==> src/rtl/capc_pkg.sv <==
package capc_pkg;

	// Requested operation codes
	typedef enum logic [3:0] {
		OP_DATA_READ  = 4'd0,
		OP_DATA_WRITE = 4'd1,
		OP_DATA_INC   = 4'd2,
		OP_DATA_DEC   = 4'd3,
		OP_KEYA_READ  = 4'd4,
		OP_KEYA_WRITE = 4'd5,
		OP_KEYB_READ  = 4'd6,
		OP_KEYB_WRITE = 4'd7,
		OP_AC_READ    = 4'd8,
		OP_AC_WRITE   = 4'd9
	} op_t;

	// Access bits of one group: {C1, C2, C3}
	typedef logic [2:0] ac_t;

	// Sets of access codes, one bit per code value
	localparam logic [7:0] TR_KEY_WR_B  = 8'h1B;
	localparam logic [7:0] TR_KEY_WR_A  = 8'h03;
	localparam logic [7:0] TR_KEYB_RD   = 8'h07;
	localparam logic [7:0] TR_AC_WR_B   = 8'h2A;
	localparam logic [7:0] DT_RD_A_DENY = 8'hA8;
	localparam logic [7:0] DT_WR_B      = 8'h59;
	localparam logic [7:0] DT_INC_B     = 8'h41;
	localparam logic [7:0] DT_DEC       = 8'h43;

	// Block address split
	localparam int unsigned  BLK_W        = 8;
	localparam int unsigned  SECTOR_W     = 6;
	localparam logic [1:0]   TRAILER_GRP  = 2'd3;
	localparam logic [3:0]   LARGE_GRP1   = 4'd5;
	localparam logic [3:0]   LARGE_GRP2   = 4'd10;
	localparam logic [2:0]   LARGE_SECTOR_BASE = 3'b100;

	// One result item
	typedef struct packed {
		logic                allowed;
		logic                value_block;
		logic                trailer_block;
		logic [SECTOR_W-1:0] sector_index;
	} result_t;

endpackage

==> src/rtl/card_access_permission_check.sv <==
// Channel  | Handshake             | Payload
// ---------+-----------------------+----------------------------------------------
// in       | in_valid / in_stall   | block_number, key_sel, operation,
//          |                       | access_byte_b, access_byte_c
// out      | out_valid / out_stall | allowed, value_block, trailer_block,
//          |                       | sector_index
//
// One transfer per cycle in each direction unless stalled; an accepted request
// loads the input register, and its result then loads the result register.
// The permission decode between the two registers sets the cycle time.
// Reset clears both stage valid flags; payload registers are not reset.
// A stall on out holds the result register; in_stall rises only when both
// stages are full and the result is stalled.
module card_access_permission_check
	import capc_pkg::*;
(
	input  logic                clk,
	input  logic                arst_n,
	input  logic                in_valid,
	output logic                in_stall,
	input  logic [BLK_W-1:0]    block_number,
	input  logic                key_sel,
	input  logic [3:0]          operation,
	input  logic [7:0]          access_byte_b,
	input  logic [7:0]          access_byte_c,
	output logic                out_valid,
	input  logic                out_stall,
	output logic                allowed,
	output logic                value_block,
	output logic                trailer_block,
	output logic [SECTOR_W-1:0] sector_index
);

	logic             vld_s1;
	logic [BLK_W-1:0] blk_s1;
	logic             key_s1;
	logic [3:0]       op_s1;
	logic [7:0]       acb_s1;
	logic [7:0]       acc_s1;
	logic             vld_s2;
	result_t          res_s2;
	result_t          res_d;
	logic             load_s2;
	logic             load_s1;

	// Pipeline advance
	assign load_s2  = ~vld_s2 | ~out_stall;
	assign in_stall = vld_s1 & ~load_s2;
	assign load_s1  = in_valid & ~in_stall;

	// Valid flags
	always_ff @(posedge clk or negedge arst_n) begin
		if (!arst_n) begin
			vld_s1 <= 1'b0;
			vld_s2 <= 1'b0;
		end else begin
			if (load_s1 | load_s2) vld_s1 <= load_s1;
			if (load_s2) vld_s2 <= vld_s1;
		end
	end

	// Input register
	always_ff @(posedge clk) begin
		if (load_s1) begin
			blk_s1 <= block_number;
			key_s1 <= key_sel;
			op_s1  <= operation;
			acb_s1 <= access_byte_b;
			acc_s1 <= access_byte_c;
		end
	end

	capc_decode u_decode (
		.block_number  (blk_s1),
		.key_sel       (key_s1),
		.operation     (op_s1),
		.access_byte_b (acb_s1),
		.access_byte_c (acc_s1),
		.result        (res_d)
	);

	// Result register
	always_ff @(posedge clk) begin
		if (load_s2 & vld_s1) res_s2 <= res_d;
	end

	assign out_valid     = vld_s2;
	assign allowed       = res_s2.allowed;
	assign value_block   = res_s2.value_block;
	assign trailer_block = res_s2.trailer_block;
	assign sector_index  = res_s2.sector_index;

endmodule

==> src/rtl/capc_decode.sv <==
module capc_decode
	import capc_pkg::*;
(
	input  logic [BLK_W-1:0] block_number,
	input  logic             key_sel,
	input  logic [3:0]       operation,
	input  logic [7:0]       access_byte_b,
	input  logic [7:0]       access_byte_c,
	output result_t          result
);

	logic             small_sec;
	logic             trailer;
	logic [3:0]       offset;
	logic [1:0]       grp;
	ac_t              ac;
	logic             tr_ok;
	logic             dt_ok;
	op_t              op;

	// Block classification: small sectors of 4 below 128, large of 16 from 128 up
	always_comb begin
		small_sec = ~block_number[7];
		offset    = small_sec ? {2'b00, block_number[1:0]} : block_number[3:0];
		trailer   = small_sec ? (block_number[1:0] == 2'b11) : (block_number[3:0] == 4'hF);
		if (trailer) begin
			grp = TRAILER_GRP;
		end else if (small_sec) begin
			grp = offset[1:0];
		end else if (offset < LARGE_GRP1) begin
			grp = 2'd0;
		end else if (offset < LARGE_GRP2) begin
			grp = 2'd1;
		end else begin
			grp = 2'd2;
		end
	end

	// Access bits of the selected group
	assign ac = {access_byte_b[3'd4 + {1'b0, grp}], access_byte_c[grp],
		access_byte_c[3'd4 + {1'b0, grp}]};

	assign op = op_t'(operation);

	// Trailer rules
	always_comb begin
		unique case (op)
			OP_KEYA_WRITE, OP_KEYB_WRITE: tr_ok = key_sel ? TR_KEY_WR_B[ac] : TR_KEY_WR_A[ac];
			OP_KEYB_READ:                 tr_ok = TR_KEYB_RD[ac];
			OP_AC_READ:                   tr_ok = 1'b1;
			OP_AC_WRITE:                  tr_ok = key_sel ? TR_AC_WR_B[ac] : (ac == 3'd1);
			default:                      tr_ok = 1'b0;
		endcase
	end

	// Data block rules
	always_comb begin
		unique case (op)
			OP_DATA_READ:  dt_ok = key_sel ? (ac != 3'd7) : ~DT_RD_A_DENY[ac];
			OP_DATA_WRITE: dt_ok = (key_sel ? DT_WR_B[ac] : (ac == 3'd0))
				& (block_number != '0);
			OP_DATA_INC:   dt_ok = key_sel ? DT_INC_B[ac] : (ac == 3'd0);
			OP_DATA_DEC:   dt_ok = DT_DEC[ac];
			default:       dt_ok = 1'b0;
		endcase
	end

	// Result assembly
	always_comb begin
		result.allowed       = trailer ? tr_ok : dt_ok;
		result.value_block   = ~trailer & ((ac == 3'd6) | (ac == 3'd1));
		result.trailer_block = trailer;
		result.sector_index  = small_sec ? {1'b0, block_number[6:2]}
			: {LARGE_SECTOR_BASE, block_number[6:4]};
	end

endmodule

==> config.mk <==
export PLATFORM = sky130hd
export DESIGN_NAME = card_access_permission_check
export DESIGN_NICKNAME = d
export VERILOG_FILES = /design/src/rtl/capc_pkg.sv /design/src/rtl/card_access_permission_check.sv /design/src/rtl/capc_decode.sv
export SDC_FILE = /design/constraint.sdc
export NUM_CORES = 1
export LEC_CHECK = 0
export ABC_AREA = 1
export BUFFER_PORTS_ARGS = -buffer_cell sky130_fd_sc_hd__buf_2
export CAP_MARGIN = 20
export CORE_ASPECT_RATIO = 1.25
export CORE_UTILIZATION = 40
export DETAILED_ROUTE_END_ITERATION = 12
export HOLD_SLACK_MARGIN = 0.08
export PLACE_DENSITY_LB_ADDON = 0.08
export SYNTH_ARGS = -nofsm -noshare
export SYNTH_HDL_FRONTEND = slang
export SYNTH_HIERARCHICAL = 1
export SYNTH_SLANG_ARGS = --single-unit
==> constraint.sdc <==
create_clock -name clk -period 2.75 [get_ports clk]
set_input_delay 0.1375 -clock clk [delete_from_list [all_inputs] [get_ports clk]]
set_output_delay 0.1375 -clock clk [all_outputs]
set_load 0.05 [all_outputs]
After elaboration in Yosys (flattened, before gate mapping)
Memory sizes are Yosys's and may differ from the RTL's.
Index checks and enable logic that the tools add are counted.
{ "totals": {"mem_count": 8, "romBits": 64, "regBits": 40, "wordCells": 86, "out_inout_bits": 11, "input_bits": 33} }
{ "memory_table": {"columns": ["name", "words", "word_bits", "read_ports", "rd_ports_with_merged_regs", "write_ports", "line_no", "source"], "rows": [
  ["(no name shown)", 8, 1, 1, 0, 0, "capc_decode.sv:49", "OP_KEYB_READ: tr_ok = TR_KEYB_RD[ac];"],
  ["(no name shown)", 8, 1, 1, 0, 0, "capc_decode.sv:51", "OP_AC_WRITE: tr_ok = key_sel ? TR_AC_WR_B[ac] : (ac == 3'd1);"],
  ["(no name shown)", 8, 1, 1, 0, 0, "capc_decode.sv:59", "OP_DATA_READ: dt_ok = key_sel ? (ac != 3'd7) : ~DT_RD_A_DENY[ac];"],
  ["(no name shown)", 8, 1, 1, 0, 0, "capc_decode.sv:60", "OP_DATA_WRITE: dt_ok = (key_sel ? DT_WR_B[ac] : (ac == 3'd0))"],
  ["(no name shown)", 8, 1, 1, 0, 0, "capc_decode.sv:62", "OP_DATA_INC: dt_ok = key_sel ? DT_INC_B[ac] : (ac == 3'd0);"],
  ["(no name shown)", 8, 1, 1, 0, 0, "capc_decode.sv:63", "OP_DATA_DEC: dt_ok = DT_DEC[ac];"],
  ["2 more memories", null, null, null, null, null, null, null]
]} }
{ "op_classes": {"n_lt_le_gt_ge": 5, "mux": 29, "eq_ne": 13, "n_bitwise": 14, "n_reduce_logical": 4, "add_sub_neg": 1} }
{ "op_table": {"columns": ["cell", "count"], "rows": [
  ["1-bit two-way mux", 18],
  ["4-bit by 3-bit == test with 1-bit output, second input constant", 3],
  ["4-bit == test, second input constant", 3],
  ["4-bit by 2-bit == test with 1-bit output, second input constant", 2],
  ["3-bit by 4-bit < comparator with 1-bit output, second input constant", 2],
  ["2-bit two-way mux", 4],
  ["1-bit one-hot mux with 4 select lines", 2],
  ["8-bit nonzero test", 1],
  ["1-bit binary-select mux with 3-bit select", 2],
  ["6-bit two-way mux", 1],
  ["1-bit NOT", 6],
  ["1-bit bitwise AND", 5],
  ["4-bit by 1-bit == test with 1-bit output, second input constant", 1],
  ["4-bit zero test", 1],
  ["2-bit by 4-bit < comparator with 1-bit output, second input constant", 1],
  ["4-bit by 3-bit < comparator with 1-bit output, second input constant", 1],
  ["4-bit < comparator, second input constant", 1],
  ["4-bit two-way mux", 1],
  ["3-bit by 2-bit adder with 3-bit output, first input constant", 1],
  ["3-bit by 1-bit == test with 1-bit output, second input constant", 1],
  ["3-bit == test, second input constant", 1],
  ["3-bit zero test", 1],
  ["3-bit inequality test, second input constant", 1],
  ["1-bit OR", 3],
  ["other kinds (3)", 3]
]} }

Depth between registers and ports, before layout
Gate-level depths: netlist of the first run.
{ "logic_depth": {"ltp_word": 15, "mapped_depth": 19, "depth_no_buf": 19} }

By module
The synthesis of the first run kept the hierarchy.
{ "by_module_without_submodules": {"columns": ["mod", "n_inst", "cells_per_inst", "area_per_inst_um2", "seq_area_each_um2"], "rows": [
  ["card_access_permission_check", 1, 50, 1236.2, 1191.1],
  ["capc_decode", 1, 131, 665.6, 0.0]
]} }

Least setup slack after synthesis of the first run
OpenSTA, ideal clock, no wires.
{ "synth_timing": {"path_type": "reg-to-reg", "startpoint": "reg blk_s1[2]", "endpoint": "reg res_s2 (netlist bit allowed) (data pin)", "path_stages_with_launch": 15, "synth_period_minus_slack_ps": 2188, "n_path_buf": 0, "t_required_ps": 2494, "arrival_time_ps": 1932, "path_slack_ps": 562, "setup_time_ps": 256, "cell_sequence": "edfxtp_1 -> o21ai_0 -> o21ai_1 -> inv_1 -> nand3_1 -> nand2_1 -> inv_1 -> ha_1 -> inv_1 -> nand2_1 -> nand3_1 -> nand2_1 -> nand2_1 -> o21bai_1 -> nand2_1"} }
{ "synth_rtl": {"columns": ["item", "line_no", "source"], "rows": [
  ["start, declared", "card_access_permission_check.sv:35", "logic [BLK_W-1:0] blk_s1;"],
  ["start signal, assigned", "card_access_permission_check.sv:65", "blk_s1 <= block_number;"],
  ["end signal, assigned", "card_access_permission_check.sv:84", "if (load_s2 & vld_s1) res_s2 <= res_d;"],
  ["end, declared", "card_access_permission_check.sv:41", "result_t res_s2;"]
]} }

==> results of run 1 <==
sequential cells by signal, summed over array words and instances, names as in the netlist:
register       cells
blk_s1             8
acc_s1             8
acb_s1             4
key_s1             1
trailer_block      1
out_valid          1
allowed            1
value_block        1
op_s1              4
sector_index       6
vld_s1             1
layout make-up:
class	count	area, µm²	area share (%)
clock buffer	7	76.3	3.18
inverter	25	93.8	3.91
sequential	36	1070	44.7
timing repair buffer	69	488	20.3
tap	56	70.1	2.92
clock inverter	1	8.76	0.365
multi-input combinational	113	591	24.6
power by group:
| part | internal (mW) | switching (mW) | total [mW] |
|---|---|---|---|
| Combinational | 0.104 | 0.183 | 0.288 |
| Sequential | 0.648 | 0.0182 | 0.667 |
| Clock | 0.181 | 0.178 | 0.359 |
| Total | 0.934 | 0.379 | 1.31 |
final timing paths:
kind	from	to	slack, ns
worst max-delay path	blk_s1[2]	allowed	0.1
worst min-delay path	out_stall	out_valid	0.10
worst max register to register	blk_s1[2]	allowed	0.1
worst min register to register	vld_s1	out_valid	0.50
max in group asynchronous	arst_n	out_valid	2.48
min in group asynchronous	arst_n	vld_s1	0.17
metrics by stage:
stage | power, mW | setup WS [ns]
3_5_place_dp | 0.933 | 0.200
2_1_floorplan | 0.867 | 0.562
6_report | 1.31 | 0.0998
5_1_grt | 1.38 | -0.114
3_3_place_gp | 0.926 | 0.248
4_1_cts | 1.32 | 0.192
layer usage:
layer,GRT usage (%),routed length [µm],vias to the layer above
met5,0,0,-
met4,4.67,25,0
met3,4.58,131,2
met2,26.9,1870,43
met1,18.8,1400,633
li1,-,-,728
repair_timing:
item,4_1_cts,5_1_grt
hold endpoints to repair,28,0
setup endpoints to repair,0,1
hold buffers,27,0
setup buffers,0,2
critical path, cell delays in order, from the launching register on:
cell and delay (ns):
edfxtp_1 0.45, o21ai_0 0.37, o21ai_1 0.27, inv_1 0.20, nand3_1 0.09, nand2_1 0.16, inv_1 0.11, ha_1 0.29
inv_1 0.04, nand2_1 0.06, nand3_1 0.07, nand2_1 0.08, nand2_1 0.06, o21bai_1 0.12, nand2_1 0.05
==> run_results.csv, run 1 <==
group,metric,value,unit
placed_design,routabilityCongestion,0.963,
placed_design,portBuffers,39,
drt,drtPass1Iterations,4,
clock_network,cts_tree,"done",
worst_hold_path,hold_path_class,"in -> reg",
clock_network,clockBufferDepth,2,
floorplan,die_x,61.7,µm
drt,antenna_left,0,
drt,wirelength,3430,µm
timing,max_freq,0.377,GHz
floorplan,die_h,76.6,µm
timing,final-setup-viol-count,0,
global_route,grt_max_degree,26,
drt,first_iter_violations,47,
cells_and_area,layout_commonest_cell,"nand2_1",
cells_and_area,antenna_cells,0,
placed_design,placed_area,0.00203,mm²
yosys,synth_area_per_cell,10.1,µm²
drt,drc_errors,0,
floorplan,initial_core_util,42.8,%
timing,holdWs,0.100,ns
cells_and_area,instances_no_fill,307,
pwr,ir_drop,0.000429,V
timing,period_share,96.4,%
timing,fin_skew,0.00288,ns
global_route,antenna_found_initial,0,
clock_network,ctsRootBufferMaster,"clkbuf_8",
floorplan,die_area,0.00473,mm²
drt,vias,1406,
timing,tns,0,ns
worst_hold_path,hold_depth,3,
global_route,grt_pass1_wl,5600,µm
setup_path,crit_path_start_kind,"flip-flop",
pwr,power_density,547,mW/mm²
setup_path,crit_arrival,2.68,ns
cells_and_area,final_layout_size_suffix_gt1_share,24.3,%
global_route,grt-ovfl-total,0,
global_route,gr-usage-all-layers,15.8,%
drt,viasPerCell,4.58,
yosys,synth_area,0.00178,mm²
timing,hold_viol_final,0,
clock_network,htreeDepth,2,
clock_network,cts_resized,0,
cells_and_area,final_cell_mix,"nand2_1 (51), buf_2 (39), edfxtp_1 (34)",
floorplan,core,0.00416,mm²
cells_and_area,fill_cells,376,
job,cap_violations,0,
floorplan,rows,26,
timing,tightestPinTransition,0.927,ns
pwr,p_leak,1.13,nW
outcome,status,"completed",
floorplan,ios,44,
setup_path,cp.required,2.78,ns
setup_path,worstSetupEndpointType,"flip-flop",
yosys,yosysWarnings,6,
cells_and_area,postLayoutCellArea,0.00240,mm²
placed_design,hpwlAfterDp,2370,µm
timing,timing.slew.headroom,38.1,%
setup_path,critical_path_peak_fanout,5,
clock_network,path_clk_slew,0.07,ns
timing,slew_violations,0,
cells_and_area,final_util,57.6,%
yosys,syn-num-nets,215,
clock_network,cts_made_buffers,5,
timing,fin_crit,2.65,ns
global_route,grt_pass1_vias,1367,
clock_network,cts.sinks,36,
setup_path,reg2reg_depth,14,
clock_network,clk_latency,0.28,ns
yosys,synthesis.instances,177,
cells_and_area,final_nets,288,
setup_path,worstSetupPathType,"reg -> reg",
placed_design,placedCellCount,270,
drt,wire_per_inst,11.2,µm
cells_and_area,area_growth,34.6,%
(Power assumes the default switching activity.)
==> inputs of run 2 (changes only) <==
--- a/config.mk
+++ b/config.mk
@@ -15,5 +15,4 @@
 export PLACE_DENSITY_LB_ADDON = 0.08
 export SYNTH_ARGS = -nofsm -noshare
 export SYNTH_HDL_FRONTEND = slang
-export SYNTH_HIERARCHICAL = 1
 export SYNTH_SLANG_ARGS = --single-unit
==> run 2 against run 1 <==
Effect of this change: power up 5.0%; utilization up 0.090 points; synthesized cell count fell by 1.1%; flip-flop and latch count did not move; global-route usage rose by 0.75 points; first-iteration DRC count grew 6.4%; hold slack better by 0.00069 ns; final area rose by 0.16%.
==> run_results.csv, run 2 <==
group,metric,value,unit
drt,antenna_left,0,
clock_network,path_clk_slew,0.07,ns
cells_and_area,antenna_cells,0,
global_route,grt_pass1_vias,1445,
timing,setup_slack,0.302,ns
setup_path,critical_path_peak_fanout,9,
cells_and_area,final_nets,289,
clock_network,cts.sinks,36,
timing,tightestPinTransition,0.877,ns
global_route,grt_pass1_wl,5750,µm
yosys,yosysWarnings,0,
yosys,synth_ff_type,"edfxtp_1",
pwr,pwr-share-comb,24.3,%
yosys,synth_area_per_cell,10.1,µm²
pwr,swShare,30.6,%
setup_path,worstSetupPathType,"reg -> reg",
floorplan,die_x,61.3,µm
yosys,synthesis.instances,175,
job,cap_violations,0,
placed_design,place_ws,0.230,ns
pwr,power_frac_seq,49.3,%
global_route,grt-ovfl-total,0,
pwr,p_leak,1.13,nW
pwr,p_int,956,µW
setup_path,cp.required,2.79,ns
timing,timing.slew.headroom,41.5,%
setup_path,cpPeakStageDelay,0.48,ns
timing,slew_violations,0,
clock_network,htreeDepth,2,
cells_and_area,final_cell_mix,"nand2_1 (52), buf_2 (39), edfxtp_1 (34)",
yosys,synth_common_cells,"nand2_1 (52), edfxtp_1 (34), inv_1 (24), nand3_1 (21), nor2_1 (11)",
yosys,synth_area_leaders,"edfxtp_1 (58%), nand2_1 (11%), nand3_1 (6.0%), inv_1 (5.1%), ha_1 (3.6%)",
drt,drc_errors,0,
pwr,ir_drop,0.000401,V
setup_path,startpoint,"blk_s1[7]",
timing,fin_skew,0.00248,ns
yosys,synth_area,0.00176,mm²
yosys,synth_area_leader_cell,"edfxtp_1",
cells_and_area,layout_commonest_cell,"nand2_1",
pwr,power_density,574,mW/mm²
yosys,synth_edf_count,34,
cells_and_area,fill_cells,379,
worst_hold_path,hold_path_class,"in -> reg",
clock_network,cts_made_buffers,5,
global_route,grt_max_degree,26,
floorplan,core,0.00416,mm²
clock_network,cts_tree,"done",
worst_hold_path,hold_depth,3,
placed_design,portBuffers,39,
clock_network,ctsRootBufferMaster,"clkbuf_8",
timing,max_freq,0.408,GHz
pwr,total_power,1.38,mW
floorplan,ios,44,
drt,drtPass1Iterations,4,
cells_and_area,final_layout_size_suffix_gt1_share,24.6,%
global_route,antenna_found_initial,0,
drt,first_iter_violations,50,
timing,fin_crit,2.45,ns
yosys,synth-seq-cells,36,
worst_hold_path,min_from,"out_stall",
drt,vias,1427,
yosys,synthDistinctLibCells,22,
drt,wire_per_inst,11.0,µm
yosys,ys_async_sr_fraction,5.56,%
outcome,status,"completed",
placed_design,hpwlAfterDp,2360,µm
setup_path,crit_path_start_kind,"flip-flop",
setup_path,r2r-start,"blk_s1[7]",
yosys,synth_top_area_share,58.0,%
setup_path,path_cells,"nand2_1 -> inv_1 -> o21ai_1 -> nand2_2 -> nand2_4 -> nand2_1 -> nand3_1 -> nand2_1 -> inv_1 -> ha_1 -> nand2_1 -> inv_1 -> nand2_1 -> nand2_1 -> inv_1 -> nand2_1 -> nand2_1 -> o21bai_1 -> nand2_1",
clock_network,clk_latency,0.28,ns
placed_design,routabilityCongestion,0.917,
setup_path,crit_arrival,2.49,ns
yosys,syn-num-nets,213,
timing,period_share,89.0,%
floorplan,die_area,0.00467,mm²
yosys,ys_seq_area_share,60.9,%
timing,final-setup-viol-count,0,
floorplan,initial_core_util,42.2,%
drt,viasPerCell,4.63,
pwr,clkPwrFrac,26.5,%
setup_path,reg2reg_depth,19,
timing,hold_viol_final,0,
floorplan,rows,26,
timing,rsz0062_at_grt,"false",
setup_path,crit_slowest_cell,"edfxtp_1",
clock_network,clockBufferDepth,2,
drt,wirelength,3390,µm
cells_and_area,area_growth,36.6,%
pwr,p_sw,422,µW
setup_path,worstSetupEndpointType,"flip-flop",
global_route,gr-usage-all-layers,16.6,%
timing,tns,0,ns
floorplan,die_h,76.1,µm
yosys,synth.most_common_cell,"nand2_1",
setup_path,cpMostUsedCell,"nand2_1",
-- run 2: power by group through the flow --
stage	combinational [mW]	sequential, mW	clock, mW
6_report	0.334	0.679	0.365
5_1_grt	0.371	0.685	0.404
4_1_cts	0.330	0.680	0.376
3_5_place_dp	0.299	0.692	0
3_3_place_gp	0.295	0.690	0
2_1_floorplan	0.168	0.747	0
-- run 2: worst max-delay path, delay by kind of cell, from the launching register on --
| kind | cells | cell delay, ns |
|---|---|---|
| simple gates | 12 | 1.01 |
| flops | 1 | 0.48 |
| compound gates | 2 | 0.28 |
| buf+inv | 4 | 0.26 |
| fa+ha+maj | 1 | 0.18 |
-- run 2: worst paths after layout --
| check | slack [ns] | to |
|---|---|---|
| setup reg to reg | 0.30 | allowed |
| hold / removal | 0.10 | out_valid |
| setup / recovery | 0.30 | allowed |
| min in group asynchronous | 0.17 | out_valid |
| hold reg to reg | 0.48 | out_valid |
| max in group asynchronous | 2.48 | vld_s1 |
-- run 2: stage by stage --
stage / utilization [%] / cell area [µm²] / cells / hold WS (ns)
detailed placement: 48.7 / 2030 / 271 / -0.0762
floorplan: - / 1760 / 175 / -0.158
finish: 57.7 / 2400 / 308 / 0.101
CTS: 57.2 / 2380 / 306 / 0.0925
global placement: 48.7 / 2030 / 271 / -0.0785
global route: 57.7 / 2400 / 308 / 0.122
-- run 2: layout make-up --
class / count / area (µm²) / share of cell area, %
Inverter: 25 / 93.8 / 3.91
Timing Repair Buffer: 70 / 495 / 20.6
Sequential cell: 36 / 1070 / 44.6
Clock buffer: 7 / 76.3 / 3.18
Tap cell: 56 / 70.1 / 2.92
Multi-Input combinational cell: 113 / 587 / 24.4
Clock inverter: 1 / 8.76 / 0.365
-- run 2: cell families (layout without fill, tap and decap cells) --
| group | Yosys count | after routing | share of synthesized area (%) |
|---|---|---|---|
| buf+inv | 26 | 103 | 5.97 |
| flops | 36 | 36 | 60.9 |
| fa+ha+maj | 5 | 5 | 3.56 |
| mux | 1 | 1 | 0.640 |
| simple gates | 97 | 97 | 25.1 |
| compound gates | 10 | 10 | 3.84 |
-- run 2: what timing repair did --
action                                 CTS  global route
setup buffers                            0             2
endpoints found under the hold margin   28             0
gates resized for setup                  0             1
setup endpoints to repair                0             1
hold buffers                            27             0
-- run 2: metal layers --
layer  global-route usage (%)  up-vias  part of all wire, %
met1                     17.4      633                   41
met2                     28.7       53                   52
met3                     4.58       10                  5.0
met5                        0        -                    0
met4                     8.64        0                  2.4
li1                         -      731                    -
